==> src/hw/rtl/integer_literal_list_recognizer_assert.svh <==
// Assertion macros used by the recognizer RTL (included by ilr_dfa).
`ifndef INTEGER_LITERAL_LIST_RECOGNIZER_ASSERT_SVH
`define INTEGER_LITERAL_LIST_RECOGNIZER_ASSERT_SVH

// Same-cycle implication, checked outside reset.
`define ILR_ASSERT_IMP(lbl, ante, cons, msg) \
  lbl: assert property (@(posedge clk_i) disable iff (!rst_ni) (ante) |-> (cons)) \
    else $error(msg);

// Next-cycle implication, checked outside reset.
`define ILR_ASSERT_NXT(lbl, ante, cons, msg) \
  lbl: assert property (@(posedge clk_i) disable iff (!rst_ni) (ante) |=> (cons)) \
    else $error(msg);

`endif

==> src/hw/rtl/ilr_pkg.sv <==
package ilr_pkg;

  localparam int unsigned CharW    = 8;
  localparam int unsigned VerdictW = 2;
  localparam int unsigned StateW   = 4;

  typedef enum logic [StateW-1:0] {
    ST_START    = 4'd0,
    ST_MINUS    = 4'd1,
    ST_DEC      = 4'd2,
    ST_ZERO     = 4'd3,
    ST_HEX_PFX  = 4'd4,
    ST_HEX      = 4'd5,
    ST_OCT_PFX  = 4'd6,
    ST_OCT      = 4'd7,
    ST_DEAD     = 4'd8
  } ilr_state_e;

  typedef enum logic [VerdictW-1:0] {
    VERDICT_IN      = 2'd0,
    VERDICT_OUT     = 2'd1,
    VERDICT_FOREIGN = 2'd2
  } ilr_verdict_e;

  // Character classes; bytes that share every transition share a class.
  typedef enum logic [3:0] {
    CLS_MINUS,
    CLS_ZERO,
    CLS_OCT_DIGIT,  // '1'..'7'
    CLS_DEC_DIGIT,  // '8','9'
    CLS_X,          // 'x','X'
    CLS_HEX_LETTER, // 'a'..'f','A'..'F'
    CLS_O,          // 'o','O'
    CLS_HASH,
    CLS_FOREIGN
  } ilr_class_e;

  typedef struct packed {
    logic [CharW-1:0] char_code;
    logic             first;
  } ilr_item_t;

  // Input register contents handed to the recognizer stage.
  typedef struct packed {
    logic      valid;
    ilr_item_t item;
  } ilr_stage_t;

  typedef struct packed {
    logic                valid;
    logic [VerdictW-1:0] verdict;
    logic [StateW-1:0]   dfa_state;
  } ilr_result_t;

  function automatic ilr_class_e char_class(input logic [CharW-1:0] b);
    ilr_class_e c;
    c = CLS_FOREIGN;
    if (b == CharW'("-"))                                c = CLS_MINUS;
    else if (b == CharW'("#"))                           c = CLS_HASH;
    else if (b == CharW'("x") || b == CharW'("X"))      c = CLS_X;
    else if (b == CharW'("o") || b == CharW'("O"))      c = CLS_O;
    else if (b == CharW'("0"))                           c = CLS_ZERO;
    else if (b >= CharW'("1") && b <= CharW'("7"))      c = CLS_OCT_DIGIT;
    else if (b == CharW'("8") || b == CharW'("9"))      c = CLS_DEC_DIGIT;
    else if ((b >= CharW'("a") && b <= CharW'("f")) ||
             (b >= CharW'("A") && b <= CharW'("F")))    c = CLS_HEX_LETTER;
    return c;
  endfunction

  function automatic ilr_state_e next_state(input ilr_state_e s, input ilr_class_e c);
    ilr_state_e n;
    logic digit;
    digit = (c == CLS_ZERO) || (c == CLS_OCT_DIGIT) || (c == CLS_DEC_DIGIT);
    n = ST_DEAD;
    unique case (s)
      ST_START: begin
        if (c == CLS_MINUS)     n = ST_MINUS;
        else if (c == CLS_ZERO) n = ST_ZERO;
        else if (digit)         n = ST_DEC;
      end
      ST_MINUS: begin
        if (digit && c != CLS_ZERO) n = ST_DEC;
      end
      ST_DEC: begin
        if (digit)              n = ST_DEC;
        else if (c == CLS_HASH) n = ST_START;
      end
      ST_ZERO: begin
        if (c == CLS_X)         n = ST_HEX_PFX;
        else if (c == CLS_O)    n = ST_OCT_PFX;
      end
      ST_HEX_PFX: begin
        if (digit || c == CLS_HEX_LETTER) n = ST_HEX;
      end
      ST_HEX: begin
        if (digit || c == CLS_HEX_LETTER) n = ST_HEX;
        else if (c == CLS_HASH)           n = ST_START;
      end
      ST_OCT_PFX: begin
        if (c == CLS_ZERO || c == CLS_OCT_DIGIT) n = ST_OCT;
      end
      ST_OCT: begin
        if (c == CLS_ZERO || c == CLS_OCT_DIGIT) n = ST_OCT;
        else if (c == CLS_HASH)                  n = ST_START;
      end
      default: n = ST_DEAD;
    endcase
    return n;
  endfunction

  function automatic logic is_accepting(input ilr_state_e s);
    return (s == ST_DEC) || (s == ST_HEX) || (s == ST_OCT);
  endfunction

endpackage

==> src/hw/rtl/ilr_if.sv <==
interface ilr_char_if;
  logic       valid;
  logic       ready;
  logic [7:0] char_code;
  logic       first;

  modport source (output valid, output char_code, output first, input ready);
  modport sink   (input valid, input char_code, input first, output ready);
endinterface

interface ilr_result_if;
  logic       valid;
  logic       ready;
  logic [1:0] verdict;
  logic [3:0] dfa_state;

  modport source (output valid, output verdict, output dfa_state, input ready);
  modport sink   (input valid, input verdict, input dfa_state, output ready);
endinterface

==> src/hw/rtl/integer_literal_list_recognizer.sv <==
// Channel   Dir  Payload                         Accept
// char_i    in   char_code[7:0], first           valid && ready
// result_o  out  verdict[1:0], dfa_state[3:0]    valid && ready
//
// One item per cycle sustained while results are taken. A byte held in the input
// register moves into the result register when the result slot is free or drained.
// The update (class, transition, verdict) is combinational between the two.
// Reset (rst_ni low, asynchronous) empties both registers, returns the
// recognizer to the start state and clears the foreign flag.
// A stalled result holds its register; char_i drops ready only when both are full.
module integer_literal_list_recognizer (
  input  logic clk_i,
  input  logic rst_ni,
  ilr_char_if.sink     char_i,
  ilr_result_if.source result_o
);
  import ilr_pkg::*;

  ilr_item_t   in_item;
  ilr_stage_t  stage;
  ilr_result_t result;
  logic        advance;

  assign in_item = '{char_code: char_i.char_code, first: char_i.first};

  // Input register: holds one byte until the recognizer takes it.
  ilr_in_reg u_in_reg (
    .clk_i     (clk_i),
    .rst_ni    (rst_ni),
    .valid_i   (char_i.valid),
    .ready_o   (char_i.ready),
    .item_i    (in_item),
    .advance_i (advance),
    .stage_o   (stage)
  );

  // Recognizer: state update and result register; advance when the result
  // slot is free or being drained.
  ilr_dfa u_dfa (
    .clk_i       (clk_i),
    .rst_ni      (rst_ni),
    .stage_i     (stage),
    .advance_o   (advance),
    .out_ready_i (result_o.ready),
    .result_o    (result)
  );

  assign result_o.valid     = result.valid;
  assign result_o.verdict   = result.verdict;
  assign result_o.dfa_state = result.dfa_state;

endmodule

==> src/hw/rtl/ilr_in_reg.sv <==
module ilr_in_reg (
  input  logic               clk_i,
  input  logic               rst_ni,
  input  logic               valid_i,
  output logic               ready_o,
  input  ilr_pkg::ilr_item_t item_i,
  input  logic               advance_i,
  output ilr_pkg::ilr_stage_t stage_o
);
  import ilr_pkg::*;

  logic      valid_q;
  ilr_item_t item_q;

  // Take a new item when empty or when the held one moves on this cycle.
  assign ready_o = !valid_q || advance_i;

  always_ff @(posedge clk_i or negedge rst_ni) begin
    if (!rst_ni) begin
      valid_q <= 1'b0;
    end else if (ready_o) begin
      valid_q <= valid_i;
    end
  end

  always_ff @(posedge clk_i) begin
    if (ready_o && valid_i) begin
      item_q <= item_i;
    end
  end

  assign stage_o = '{valid: valid_q, item: item_q};

endmodule

==> src/hw/rtl/ilr_dfa.sv <==
module ilr_dfa (
  input  logic                 clk_i,
  input  logic                 rst_ni,
  input  ilr_pkg::ilr_stage_t  stage_i,
  output logic                 advance_o,
  input  logic                 out_ready_i,
  output ilr_pkg::ilr_result_t result_o
);
  import ilr_pkg::*;

  ilr_state_e state_q, state_d, base_state;
  logic       foreign_q, foreign_d;
  ilr_class_e cls;

  logic         out_valid_q;
  ilr_verdict_e verdict_q, verdict_d;
  ilr_state_e   out_state_q;

  assign advance_o = stage_i.valid && (!out_valid_q || out_ready_i);

  always_comb begin
    cls        = char_class(stage_i.item.char_code);
    base_state = stage_i.item.first ? ST_START : state_q;
    foreign_d  = (!stage_i.item.first && foreign_q) || (cls == CLS_FOREIGN);
    state_d    = (cls == CLS_FOREIGN) ? ST_DEAD : next_state(base_state, cls);
    if (foreign_d) begin
      verdict_d = VERDICT_FOREIGN;
    end else if (is_accepting(state_d)) begin
      verdict_d = VERDICT_IN;
    end else begin
      verdict_d = VERDICT_OUT;
    end
  end

  always_ff @(posedge clk_i or negedge rst_ni) begin
    if (!rst_ni) begin
      state_q     <= ST_START;
      foreign_q   <= 1'b0;
      out_valid_q <= 1'b0;
    end else begin
      if (advance_o) begin
        state_q   <= state_d;
        foreign_q <= foreign_d;
      end
      if (advance_o) begin
        out_valid_q <= 1'b1;
      end else if (out_ready_i) begin
        out_valid_q <= 1'b0;
      end
    end
  end

  always_ff @(posedge clk_i) begin
    if (advance_o) begin
      verdict_q   <= verdict_d;
      out_state_q <= state_d;
    end
  end

  assign result_o = '{valid: out_valid_q, verdict: verdict_q, dfa_state: out_state_q};

`include "integer_literal_list_recognizer_assert.svh"

  `ILR_ASSERT_IMP(a_in_means_accepting, out_valid_q && verdict_q == VERDICT_IN,
                  out_state_q == ST_DEC || out_state_q == ST_HEX || out_state_q == ST_OCT,
                  "in-language verdict without an accepting state")
  `ILR_ASSERT_IMP(a_foreign_means_dead, out_valid_q && verdict_q == VERDICT_FOREIGN,
                  out_state_q == ST_DEAD && foreign_q,
                  "foreign verdict while recognizer is not dead")
  `ILR_ASSERT_NXT(a_foreign_char_flags, advance_o && cls == CLS_FOREIGN,
                  out_valid_q && verdict_q == VERDICT_FOREIGN,
                  "foreign byte did not yield a foreign verdict")
  `ILR_ASSERT_NXT(a_state_tracks_output, advance_o,
                  state_q == out_state_q,
                  "stored state and reported state disagree")

endmodule

==> src/flat_wrapper.sv <==
// flat-port wrapper written by rule: the top's interface ports become plain ports
module integer_literal_list_recognizer_flat import ilr_pkg::*;
  (clk_i, rst_ni, char_i_valid, char_i_char_code, char_i_first, char_i_ready, result_o_valid, result_o_verdict, result_o_dfa_state, result_o_ready);
  ilr_char_if char_i_i ();
  ilr_result_if result_o_i ();
  input  logic clk_i;
  input  logic rst_ni;
  input wire logic [$bits(char_i_i.valid)-1:0] char_i_valid;
  input wire logic [$bits(char_i_i.char_code)-1:0] char_i_char_code;
  input wire logic [$bits(char_i_i.first)-1:0] char_i_first;
  output wire logic [$bits(char_i_i.ready)-1:0] char_i_ready;
  output wire logic [$bits(result_o_i.valid)-1:0] result_o_valid;
  output wire logic [$bits(result_o_i.verdict)-1:0] result_o_verdict;
  output wire logic [$bits(result_o_i.dfa_state)-1:0] result_o_dfa_state;
  input wire logic [$bits(result_o_i.ready)-1:0] result_o_ready;
  assign char_i_i.valid = char_i_valid;
  assign char_i_i.char_code = char_i_char_code;
  assign char_i_i.first = char_i_first;
  assign char_i_ready = char_i_i.ready;
  assign result_o_valid = result_o_i.valid;
  assign result_o_verdict = result_o_i.verdict;
  assign result_o_dfa_state = result_o_i.dfa_state;
  assign result_o_i.ready = result_o_ready;
  integer_literal_list_recognizer u_core (.clk_i(clk_i), .rst_ni(rst_ni), .char_i(char_i_i), .result_o(result_o_i));
endmodule
==> config.mk <==
export PLATFORM = sky130hd
export DESIGN_NAME = integer_literal_list_recognizer_flat
export DESIGN_NICKNAME = d
export VERILOG_FILES = /design/src/hw/rtl/ilr_pkg.sv /design/src/hw/rtl/ilr_if.sv /design/src/hw/rtl/integer_literal_list_recognizer.sv /design/src/hw/rtl/ilr_in_reg.sv /design/src/hw/rtl/ilr_dfa.sv /design/src/flat_wrapper.sv
export VERILOG_INCLUDE_DIRS = /design/src /design/src/hw/rtl
export SDC_FILE = /design/constraint.sdc
export NUM_CORES = 1
export LEC_CHECK = 0
export BUFFER_PORTS_ARGS = -buffer_cell sky130_fd_sc_hd__buf_4
export CAP_MARGIN = 25
export CELL_PAD_IN_SITES_DETAIL_PLACEMENT = 1
export CELL_PAD_IN_SITES_GLOBAL_PLACEMENT = 1
export CORE_UTILIZATION = 43
export CTS_CLUSTER_DIAMETER = 100
export DETAILED_ROUTE_END_ITERATION = 12
export GPL_TIMING_DRIVEN = 0
export PLACE_DENSITY = 0.9
export SLEW_MARGIN = 40
export SYNTH_ARGS = -nofsm -noshare
export SYNTH_HDL_FRONTEND = slang
export SYNTH_SLANG_ARGS = --single-unit
==> constraint.sdc <==
create_clock -name clk_i -period 3.05 [get_ports clk_i]
set_input_delay 0 -clock clk_i [delete_from_list [all_inputs] [get_ports clk_i]]
set_output_delay 0 -clock clk_i [all_outputs]
set_load 0.02 [all_outputs]
==> impl_metrics.tcl <==
set metrics [dict create \
    status "complete, no violations" \
    hold_viol_final 0 \
    die_y_um 55.9 \
    power_mw 0.675 \
    ys_types 45 \
    h-tree-depth 1 \
    final_cell_mix "buf_4, edfxtp_1, nor2_1" \
    yosysWarnings 0 \
    slew_viol_final 0 \
    postSynthCellCount 116 \
    cts-root-buf "clkbuf_4" \
    syn_area_um2 1250 \
    nets 165 \
    postRouteAntennaNets 0 \
    async_reset_ff_share_pct 31.8 \
    crit_chain "clkbuf_1, or4_4, o2111a_2, a211oi_4, a21boi_0, o211ai_1, a21bo_1, a21oi_1" \
    critPathMaxStageDelay_ns 0.53 \
    worstPathMaxFanout 10 \
    numCtsBuffers 3 \
    start_kind "register" \
    vias_per_cell 5.81 \
    cpMaxStageDelayCell "or4_4" \
    numPortBuffers 20 \
    post-dp-hpwl_um 2240 \
    gp_congestion 0.860 \
    antenna_cells 0 \
    holdBufCountCts 11 \
    wirelength_um 3330 \
    syn_nets 129 \
    hp-class "input pin to register" \
    clock_skew_ns 0.00337 \
    fillCellCount 287 \
    antenna_found_initial 0 \
    drc 0 \
    max_cap_violations 0 \
    core_um2 2760 \
    synth.avg_cell_area_um2 10.8 \
    finalSetupViolCount 0 \
    rows 19 \
    grt_pass1_wl_um 5450 \
    path_class "register to register" \
    via_count 1058 \
    whs_ns 0.00457 \
    clk_pin_slew_ns 0.12 \
    postCtsSetupBuffers 0 \
    ff_latch_area_um2 626 \
    grt_overflow_total 0 \
    worst_pin_slew_ns 0.601 \
    clock_latency_ns 0.32 \
    p_per_area_nw_per_um2 426 \
    post_drt_wl_per_cell_um 18.3 \
    grt_pass1_vias 1089 \
    rsz0062_at_grt "no" \
    period_needed_ns 2.74 \
    synthFlopType "edfxtp_1" \
    final_common_cell "buf_4" \
    worstPathArrival_ns 2.81 \
    finalCritPeriodShare_pct 89.7 \
    ys_ff_latch 22 \
    grt_max_degree 13 \
    required_ns 3.12 \
    maxSlewHeadroom_pct 59.9 \
    fp.dieW_um 55.9 \
    drive_gt1_share_pct 25.2 \
    vdd_drop_max_mv 0.379 \
    cts_sinks 22 \
    syn2layout_area_growth_pct 26.8 \
    synth_edf_count 15 \
    detail_route.first_pass.iterations 4 \
    start_util_pct 45.4 \
    cts.path.max_buffers 2 \
    fmax_mhz 365 \
    ioPinCount 21 \
    cts_resized 0 \
    drt_iter0_drc 27 \
    tns_ns 0 \
    ys_seq_area_share_pct 50.0 \
    cts_tree "done" \
    leakagePower_nw 0.626 \
    grtUsageTotal_pct 23.2 \
    fp.dieArea_um2 3130 \
    multi_input_area_um2 577 \
    crit_path_end_kind "register" \
]
report_power, final:
| part | switching [mW] | total [mW] | internal (mW) | leakage [nW] |
|---|---|---|---|---|
| combinational | 0.0743 | 0.138 | 0.0641 | 0.388 |
| sequential | 0.0249 | 0.372 | 0.347 | 0.218 |
| clock | 0.0921 | 0.165 | 0.0730 | 0.0210 |
| total | 0.191 | 0.675 | 0.484 | 0.626 |
state kept, by name, indices dropped and copies added, names as in the netlist:
signal                    flops
u_core.u_in_reg.valid_q       1
u_core.u_dfa.out_state_q      4
u_core.u_dfa.state_q          4
u_core.u_dfa.verdict_q        2
u_core.u_dfa.out_valid_q      1
u_core.u_in_reg.stage_o       9
u_core.u_dfa.foreign_q        1
worst paths after layout:
check | to | from | cells after the start | slack, ns
setup reg to reg | u_core.u_dfa.verdict_q[0] | u_core.u_in_reg.stage_o[4] | 8 | 0.31
hold / removal | u_core.u_in_reg.valid_q | result_o_ready | 3 | 0.005
setup / recovery | u_core.u_dfa.verdict_q[0] | u_core.u_in_reg.stage_o[4] | 8 | 0.31
min in group asynchronous | u_core.u_dfa.state_q[2] | rst_ni | 2 | 0.02
max in group asynchronous | u_core.u_dfa.state_q[1] | rst_ni | 2 | 2.91
hold reg to reg | u_core.u_dfa.foreign_q | u_core.u_dfa.foreign_q | 2 | 0.54
critical path: cells and delay by family (launching register included):
family          cells  cell delay, ns
compound gates      6            1.30
buf+inv             1            0.23
flops               1            0.42
simple gates        1            0.53
final cells by class:
type | instances | share of cell area [%]
buffer | 4 | 1.66
multi-input combinational | 84 | 36.4
clock buffer | 4 | 2.29
sequential | 22 | 39.4
tap | 31 | 2.44
inverter | 6 | 1.42
timing repair buffer | 31 | 16.4
routing by layer:
metal | wire length, um | part of all wire [%] | up-vias | track usage, %
li1 | - | - | 511 | -
met1 | 1500 | 45 | 524 | 29.2
met5 | 0 | 0 | - | 0
met2 | 1710 | 52 | 18 | 41.0
met3 | 70 | 2.1 | 5 | 3.49
met4 | 43 | 1.3 | 0 | 8.01
synth_stat cells, drive strengths merged (2+ instances only):
| cell type | n | area [um2] |
|---|---|---|
| edfxtp | 15 | 450 |
| nor2 | 12 | 45.0 |
| a21oi | 8 | 40.0 |
| nand2b | 8 | 50.1 |
| dfrtp | 7 | 175 |
| inv | 6 | 22.5 |
| nand2 | 6 | 22.5 |
| o21ai | 5 | 28.8 |
| nand3 | 4 | 20.0 |
| nor3 | 4 | 20.0 |
| or4 | 3 | 26.3 |
| a211oi | 2 | 32.5 |
| a31oi | 2 | 12.5 |
| buf | 2 | 18.8 |
| clkbuf | 2 | 7.51 |
| mux2 | 2 | 26.3 |
| nand3b | 2 | 15.0 |
| nand4b | 2 | 17.5 |
| nor3b | 2 | 15.0 |
| o2111ai | 2 | 23.8 |
| o211a | 2 | 20.0 |
through the flow:
stage | area (um2) | setup slack (ns) | utilization [%] | std cells
3_3_place_gp | 1440 | 0.369 | 52.2 | 167
5_1_grt | 1590 | 0.114 | 57.5 | 182
2_1_floorplan | 1250 | 0.613 | - | 116
4_1_cts | 1590 | 0.368 | 57.5 | 182
3_5_place_dp | 1440 | 0.376 | 52.2 | 167
6_report | 1590 | 0.314 | 57.5 | 182
cell families (layout without fill, tap and decap cells):
family	after synthesis	count (layout)	synth area share (%)
muxes	2	2	2.10
buffers and inverters	10	45	3.90
AOI/OAI and AO/OA	29	29	18.5
and+or+nand+nor	53	53	25.5
DFF	22	22	50.0
(Power assumes the default switching activity.)
